--- config.mk ---
export PLATFORM = sky130hd
export DESIGN_NAME = bresenham_line_rasterizer_top
export DESIGN_NICKNAME = d
export VERILOG_FILES = /design/src/blr_pkg.sv /design/src/bresenham_line_rasterizer_top.sv /design/src/blr_setup.sv /design/src/blr_stepper.sv
export SDC_FILE = /design/constraint.sdc
export NUM_CORES = 1
export LEC_CHECK = 0
export BUFFER_PORTS_ARGS = -buffer_cell sky130_fd_sc_hd__buf_2
export CAP_MARGIN = 5
export CORE_ASPECT_RATIO = 0.7
export CORE_UTILIZATION = 61
export DETAILED_ROUTE_END_ITERATION = 12
export PLACE_DENSITY = 0.81
export RECOVER_POWER = 100
export REMOVE_ABC_BUFFERS = 1
export SYNTH_ARGS = -nofsm -noshare
export SYNTH_HDL_FRONTEND = slang
export SYNTH_HIERARCHICAL = 1
export SYNTH_SLANG_ARGS = --single-unit
--- constraint.sdc ---
create_clock -name clk -period 28.1 [get_ports clk]
set_input_delay 7.025 -clock clk [delete_from_list [all_inputs] [get_ports clk]]
set_output_delay 7.025 -clock clk [all_outputs]
set_load 0.005 [all_outputs]
--- src/blr_pkg.sv ---
// shared constants and types of the line rasterizer
package blr_pkg;

  // default coordinate width and fixed color width
  localparam int BLR_COORD_BITS = 12;
  localparam int BLR_COLOR_BITS = 24;

  // item function codes
  localparam logic FUNC_STEP = 1'b0;
  localparam logic FUNC_LOAD = 1'b1;

  // step directions and major axis of a line
  typedef struct packed {
    logic x_down;
    logic y_down;
    logic steep;
  } line_dir_t;

endpackage

--- src/bresenham_line_rasterizer_top.sv ---
// bresenham line rasterizer: input register, line datapath, result register
// an accepted item is held in the input register, and its pixel is then registered in the result register
// throughput: one item per cycle, one pixel per cycle along a line, while out_ready does not stall the output
// the line setup and one add/compare step lie between the input register and the line state
// reset: synchronous, leaves both registers empty and the line idle
module bresenham_line_rasterizer_top
  import blr_pkg::*;
#(
  parameter int COORD_BITS = BLR_COORD_BITS
) (
  input  logic                         clk,
  input  logic                         rst,
  input  logic                         in_valid,
  output logic                         in_ready,
  input  logic                         func,
  input  logic signed [COORD_BITS-1:0] start_x,
  input  logic signed [COORD_BITS-1:0] start_y,
  input  logic signed [COORD_BITS-1:0] end_x,
  input  logic signed [COORD_BITS-1:0] end_y,
  input  logic [BLR_COLOR_BITS-1:0]    color,
  output logic                         out_valid,
  input  logic                         out_ready,
  output logic signed [COORD_BITS-1:0] pixel_x,
  output logic signed [COORD_BITS-1:0] pixel_y,
  output logic [BLR_COLOR_BITS-1:0]    pixel_color,
  output logic                         last_pixel
);

  // input register
  logic                         ival;
  logic                         i_func;
  logic signed [COORD_BITS-1:0] i_sx;
  logic signed [COORD_BITS-1:0] i_sy;
  logic signed [COORD_BITS-1:0] i_ex;
  logic signed [COORD_BITS-1:0] i_ey;
  logic [BLR_COLOR_BITS-1:0]    i_color;

  logic                         move;
  logic                         load;
  logic        [COORD_BITS-1:0] s_adx;
  logic        [COORD_BITS-1:0] s_ady;
  line_dir_t                    s_dir;
  logic        [COORD_BITS+2:0] s_err;
  logic        [COORD_BITS:0]   s_count;
  logic                         emit;
  logic signed [COORD_BITS-1:0] r_x;
  logic signed [COORD_BITS-1:0] r_y;
  logic [BLR_COLOR_BITS-1:0]    r_color;
  logic                         r_last;

  // the held item moves on when the result register can take it
  assign move     = ival && (!out_valid || out_ready);
  assign in_ready = !ival || move;
  assign load     = ival && (i_func == FUNC_LOAD);

  always_ff @(posedge clk) begin
    if (rst) begin
      ival <= 1'b0;
    end else if (in_valid && in_ready) begin
      ival <= 1'b1;
    end else if (move) begin
      ival <= 1'b0;
    end
    if (in_valid && in_ready) begin
      i_func  <= func;
      i_sx    <= start_x;
      i_sy    <= start_y;
      i_ex    <= end_x;
      i_ey    <= end_y;
      i_color <= color;
    end
  end

  // line setup from the held endpoints
  blr_setup #(
    .COORD_BITS(COORD_BITS)
  ) u_setup (
    .start_x    (i_sx),
    .start_y    (i_sy),
    .end_x      (i_ex),
    .end_y      (i_ey),
    .abs_dx     (s_adx),
    .abs_dy     (s_ady),
    .dir        (s_dir),
    .init_err   (s_err),
    .pixel_count(s_count)
  );

  // line state and pixel stepping
  blr_stepper #(
    .COORD_BITS(COORD_BITS)
  ) u_stepper (
    .clk      (clk),
    .rst      (rst),
    .go       (move),
    .load     (load),
    .start_x  (i_sx),
    .start_y  (i_sy),
    .color    (i_color),
    .new_adx  (s_adx),
    .new_ady  (s_ady),
    .new_dir  (s_dir),
    .new_err  (s_err),
    .new_count(s_count),
    .emit     (emit),
    .px       (r_x),
    .py       (r_y),
    .pcolor   (r_color),
    .plast    (r_last)
  );

  // result register
  always_ff @(posedge clk) begin
    if (rst) begin
      out_valid <= 1'b0;
    end else if (move && emit) begin
      out_valid <= 1'b1;
    end else if (out_ready) begin
      out_valid <= 1'b0;
    end
    if (move && emit) begin
      pixel_x     <= r_x;
      pixel_y     <= r_y;
      pixel_color <= r_color;
      last_pixel  <= r_last;
    end
  end

endmodule

--- src/blr_setup.sv ---
// line setup: deltas, directions, major axis, initial error and pixel count
module blr_setup
  import blr_pkg::*;
#(
  parameter int COORD_BITS = BLR_COORD_BITS
) (
  input  logic signed [COORD_BITS-1:0] start_x,
  input  logic signed [COORD_BITS-1:0] start_y,
  input  logic signed [COORD_BITS-1:0] end_x,
  input  logic signed [COORD_BITS-1:0] end_y,
  output logic        [COORD_BITS-1:0] abs_dx,
  output logic        [COORD_BITS-1:0] abs_dy,
  output line_dir_t                    dir,
  output logic        [COORD_BITS+2:0] init_err,
  output logic        [COORD_BITS:0]   pixel_count
);

  localparam int N = COORD_BITS;

  logic [N:0]   dx;
  logic [N:0]   dy;
  logic [N:0]   dx_mag;
  logic [N:0]   dy_mag;
  logic [N-1:0] major;
  logic [N-1:0] minor;

  // signed deltas, one bit wider than the coordinates
  assign dx = {end_x[N-1], end_x} - {start_x[N-1], start_x};
  assign dy = {end_y[N-1], end_y} - {start_y[N-1], start_y};

  // magnitudes always fit in N bits
  assign dx_mag = dx[N] ? (~dx + 1'b1) : dx;
  assign dy_mag = dy[N] ? (~dy + 1'b1) : dy;
  assign abs_dx = dx_mag[N-1:0];
  assign abs_dy = dy_mag[N-1:0];

  // direction flags, diagonal lines count as steep
  assign dir.x_down = dx[N];
  assign dir.y_down = dy[N];
  assign dir.steep  = (abs_dy >= abs_dx);

  assign major = dir.steep ? abs_dy : abs_dx;
  assign minor = dir.steep ? abs_dx : abs_dy;

  // error start is 2*minor - major, count includes both endpoints
  assign init_err    = {2'b00, minor, 1'b0} - {3'b000, major};
  assign pixel_count = {1'b0, major} + {{N{1'b0}}, 1'b1};

endmodule

--- src/blr_stepper.sv ---
// line state registers and the per-pixel emit and advance datapath
module blr_stepper
  import blr_pkg::*;
#(
  parameter int COORD_BITS = BLR_COORD_BITS
) (
  input  logic                         clk,
  input  logic                         rst,
  input  logic                         go,
  input  logic                         load,
  input  logic signed [COORD_BITS-1:0] start_x,
  input  logic signed [COORD_BITS-1:0] start_y,
  input  logic [BLR_COLOR_BITS-1:0]    color,
  input  logic        [COORD_BITS-1:0] new_adx,
  input  logic        [COORD_BITS-1:0] new_ady,
  input  line_dir_t                    new_dir,
  input  logic        [COORD_BITS+2:0] new_err,
  input  logic        [COORD_BITS:0]   new_count,
  output logic                         emit,
  output logic signed [COORD_BITS-1:0] px,
  output logic signed [COORD_BITS-1:0] py,
  output logic [BLR_COLOR_BITS-1:0]    pcolor,
  output logic                         plast
);

  localparam int N = COORD_BITS;
  localparam logic [N-1:0] ONE_C = {{(N-1){1'b0}}, 1'b1};
  localparam logic [N:0]   ONE_L = {{N{1'b0}}, 1'b1};

  // line state
  logic                      line_active;
  logic [N-1:0]              cur_x;
  logic [N-1:0]              cur_y;
  logic [N+2:0]              decision_error;
  logic [N:0]                pixels_left;
  logic [N-1:0]              abs_dx;
  logic [N-1:0]              abs_dy;
  line_dir_t                 dir;
  logic [BLR_COLOR_BITS-1:0] line_color;

  // effective values: a load overrides the stored line
  logic [N-1:0]              eff_x;
  logic [N-1:0]              eff_y;
  logic [N+2:0]              eff_err;
  logic [N:0]                eff_left;
  logic [N-1:0]              eff_adx;
  logic [N-1:0]              eff_ady;
  line_dir_t                 eff_dir;
  logic [BLR_COLOR_BITS-1:0] eff_color;

  logic [N:0]   left_next;
  logic [N+2:0] minor2;
  logic [N+2:0] major2;
  logic         err_neg;
  logic         step_x;
  logic         step_y;
  logic [N-1:0] x_next;
  logic [N-1:0] y_next;
  logic [N+2:0] err_next;

  assign eff_x     = load ? start_x   : cur_x;
  assign eff_y     = load ? start_y   : cur_y;
  assign eff_err   = load ? new_err   : decision_error;
  assign eff_left  = load ? new_count : pixels_left;
  assign eff_adx   = load ? new_adx   : abs_dx;
  assign eff_ady   = load ? new_ady   : abs_dy;
  assign eff_dir   = load ? new_dir   : dir;
  assign eff_color = load ? color     : line_color;

  // pixel out of the current position
  assign emit   = load || line_active;
  assign px     = eff_x;
  assign py     = eff_y;
  assign pcolor = eff_color;
  assign plast  = (eff_left == ONE_L);

  assign left_next = eff_left - ONE_L;

  // one bresenham step along the major axis
  assign minor2  = eff_dir.steep ? {2'b00, eff_adx, 1'b0} : {2'b00, eff_ady, 1'b0};
  assign major2  = eff_dir.steep ? {2'b00, eff_ady, 1'b0} : {2'b00, eff_adx, 1'b0};
  assign err_neg = eff_err[N+2];
  assign step_x  = !eff_dir.steep || !err_neg;
  assign step_y  = eff_dir.steep || !err_neg;

  always_comb begin
    x_next = eff_x;
    y_next = eff_y;
    if (step_x) begin
      x_next = eff_dir.x_down ? (eff_x - ONE_C) : (eff_x + ONE_C);
    end
    if (step_y) begin
      y_next = eff_dir.y_down ? (eff_y - ONE_C) : (eff_y + ONE_C);
    end
    err_next = err_neg ? (eff_err + minor2) : (eff_err + minor2 - major2);
  end

  // state update when an item leaves the input register with a pixel
  always_ff @(posedge clk) begin
    if (rst) begin
      line_active <= 1'b0;
      pixels_left <= '0;
    end else if (go && emit) begin
      line_active    <= (left_next != '0);
      pixels_left    <= left_next;
      cur_x          <= x_next;
      cur_y          <= y_next;
      decision_error <= err_next;
      abs_dx         <= eff_adx;
      abs_dy         <= eff_ady;
      dir            <= eff_dir;
      line_color     <= eff_color;
    end
  end

endmodule
==> results by group <==
Power
  – Combinational share of power: between 50% and 60%
  – Power per standard cell area: 88.1 nW/µm²
  – NetSw: 584 µW
  – Sw frac: 40.2%
  – Internal: 867 µW
  – Sequential power share: roughly 28%
  – Clock network fraction of total power: 20.7%
  – Static Leak: 6.36 nW
  – VDD IR-drop max: 61.1 µV

Clocking
  – CTS clk-pin slew, worst paths: 0.07 ns
  – CTS Buffer Depth: 3
  – CTS buffer count: 22
  – CTS tree: yes
  – CTS Hold Bufs: 0
  – H-tree Lvls: 1
  – CTS resizes: 0
  – Clock sinks: 227
  – Post-CTS setup buffers: 0
  – Clock Latency Late Sink: 0.52 ns
  – Clock Root Buffer: clkbuf_16

Critical path
  – R2R setup slack: 13.85 ns
  – Worst path arrival time: 7.51 ns
  – CP endpoint kind: output port
  – Worst r2r path cells: 37
  – CP Class: in2out
  – Worst reg2reg endpoint: u_stepper/decision_error[13]
  – RR Startpoint: i_sx[0]
  – Worst Setup Start Kind: input pin
  – CP endpoint: in_ready
  – WP data required: 21.08 ns
  – CP max FO: 3
  – Critical Path Source: out_ready

Outcome
  – Status: finished, violations left
  – Failing checks: max-capacitance violations, max-slew violations

Final layout
  – Nets: 1698
  – Antenna cells: 0
  – Sequential Area: 6660 µm²
  – Fillers: 1744
  – Layout cells sized above 1: 12.2%
  – Area of the multi-input gates: 7710 µm²
  – Design Area, Final: 16500 µm²
  – Post-route insts no fill: 1860
  – Layout Area Growth over Synthesis: 10.3%

Synth
  – Largest cells by area after synthesis: edfxtp_1 42%, ha_1 7.4%, mux2_2 6.6%
  – Gate Count Post-Synth: roughly 1.4k
  – Multiplexer area fraction after synthesis: 10.3%
  – Total number of yosys warnings: 6
  – Synth unique cells: 94
  – Post-synth top area share: 42.4%
  – Synthesized area per cell: approximately 11 µm²
  – Count leader, synth: edfxtp_1
  – Post-synth EDFFs: 211
  – Sequential share of the synthesized area: 44.6%
  – Synth cell count leaders: 211 x edfxtp_1, 134 x nor2_1, 114 x nand2_1, 91 x inv_1, 88 x ha_1
  – Synthesized flop and latch total: 227
  – Largest area contributor in the netlist: edfxtp_1
  – Post-Synth Adder-Cell Area: 8.88%
  – Most common flop cell mapped by yosys: edfxtp_1
  – Synth Area in Simple Gates: 13.1%
  – Post-Synthesis Cell Area: 14900 µm²
  – Largest family of logic cells by synthesized area: compound AO/OA/AOI/OAI gates
  – Synth async-reset ratio: 0%
  – XOR/XNOR Fraction of Synth Area: under 10%
  – Complex-gate fraction of the synthesized area: between 10 and 15%

GRT
  – Largest net degree at the start of global routing: 74
  – First-pass GRT wire length: ~54000 µm
  – Initial antenna violation count: 0
  – Vias in the first global route: ~11k
  – GRT Overall Usage: 26.8%
  – Grt total ovfl: 0

Timing
  – Period utilization: between 50% and 60%
  – Final setup vio count: 0
  – Max_slew headroom: -234%
  – Clk_skew: between 0.015 and 0.02 ns
  – Hold Vio Cnt, Final: 0
  – Fin crit period: between 10 and 15 ns
  – Total negative setup slack: 0 ns
  – RSZ-0062 raised after global routing: false
  – Slew Viols, Final: 373
  – Worst Max-Slew Pin Slew: approximately 5 ns
  – Fmax: 0.0688 GHz

Die
  – Core footprint: approximately 24000 µm²
  – Num ports: around 130
  – Die height: 133 µm
  – Die Area: 25100 µm²
  – # rows: 47
  – Initial Util: 62.7%
  – Die X: 189 µm

Detailed routing
  – Routed wire per std cell: 18.2 µm
  – Routed WL: 33800 µm
  – Drt first-iter violations: 920
  – Routed Antenna Nets: 0
  – # DRC: 0
  – Via/cell ratio: 6.08
  – DR pass1 iterations: 6
  – Via count: around 11k

Place
  – Port Buffers: 127
  – Placed cell area: 15900 µm²
  – Dpl cells: about 1.8k
  – Hpwl dp: about 25000 µm
  – Placer congestion estimate: 0.939

Hold path
  – Hold Crit Class: reg2reg
  – Hold depth: 2

Run
  – Max-cap violations: 8
[final cells by class]
class / instances / area share (%)
Multi-Input combinational cell: 1045 / 46.8
Clock buffer: 23 / 3.49
Inverter: 94 / 2.14
Timing Repair Buffer: 136 / 3.77
Clock inverter: 17 / 0.980
Sequential cell: 227 / 40.4
Tap cell: 318 / 2.41
[power groups by stage]
stage	Clock (mW)	Combinational [mW]	Sequential, mW
final	0.300	0.752	0.399
after global routing	0.314	0.827	0.400
after CTS	0.305	0.747	0.398
after detailed placement	0	0.742	0.405
after global placement	0	0.716	0.404
after floorplan	0	0.581	0.403
[routing by layer]
layer	global-route usage, %	share of wire, %	up-vias	wire [µm]
met3	3.24	7.5	44	2520
met5	0	0	-	0
met1	40.2	46	5338	15700
met2	41.7	44	484	15000
met4	6.23	1.8	0	623
li1	-	-	5443	-
[how the worst min path moves through the flow]
stage                               from                         to  slack [ns]
6_report       u_stepper/pixels_left[12]  u_stepper/pixels_left[12]        0.46
5_1_grt        u_stepper/pixels_left[10]  u_stepper/pixels_left[10]        0.48
4_1_cts        u_stepper/pixels_left[12]  u_stepper/pixels_left[12]        0.46
3_5_place_dp   u_stepper/pixels_left[12]  u_stepper/pixels_left[12]        0.45
3_3_place_gp   u_stepper/pixels_left[12]  u_stepper/pixels_left[12]        0.44
2_1_floorplan  u_stepper/pixels_left[12]  u_stepper/pixels_left[12]        0.43
[critical path: stages]
cell and delay (ns):
buf_2 0.11, nand3b_1 0.21, buf_2 0.17
[through the flow]
stage                     hold WS, ns  worst slack, ns  total power, mW  util [%]
after global routing            0.477            12.89             1.54      69.2
after detailed placement        0.446            13.64             1.15      66.6
final                           0.457            13.57             1.45      69.2
after global placement          0.441            13.66             1.12      66.6
after floorplan                 0.425            13.90            0.984         -
after CTS                       0.456            13.64             1.45      69.7
[logic make-up after synthesis]
| kind of cell | after synthesis |
|---|---|
| simple gates | 409 |
| buf+inv | 133 |
| mux | 139 |
| xor+xnor | 96 |
| flops | 227 |
| compound gates | 298 |
| fa+ha+maj | 103 |
[state kept, by name (all words and copies together) (netlist names), 12 cells and up]
| name | count |
|---|---|
| u_stepper/cur_x | 12 |
| u_stepper/line_color | 24 |
| i_sy | 12 |
| u_stepper/pixels_left | 13 |
| u_stepper/decision_error | 14 |
| u_stepper/abs_dy | 12 |
| pixel_color | 24 |
| pixel_y | 12 |
| i_ex | 12 |
| i_ey | 12 |
| u_stepper/abs_dx | 12 |
| u_stepper/cur_y | 12 |
| i_sx | 12 |
| pixel_x | 12 |
| i_color | 24 |
[cells in the final DEF (no fill, tap or decap), drive strengths merged, types with 9 or more instances in the layout]
cell type / count
xnor2: 61
and2: 10
inv: 95
o21a: 13
a21oi: 67
nand2: 114
ha: 88
nor2b: 20
nor2: 134
nand2b: 17
o211ai: 17
o31ai: 13
nand3: 24
a211oi: 17
buf: 89
clkinv: 11
clkbuf: 70
or3: 9
xor2: 35
a31oi: 17
mux2i: 51
nor3: 34
a21o: 14
o21ai: 70
edfxtp: 211
dfxtp: 16
mux2: 88
No activity file was read; power rests on OpenSTA's default activity.
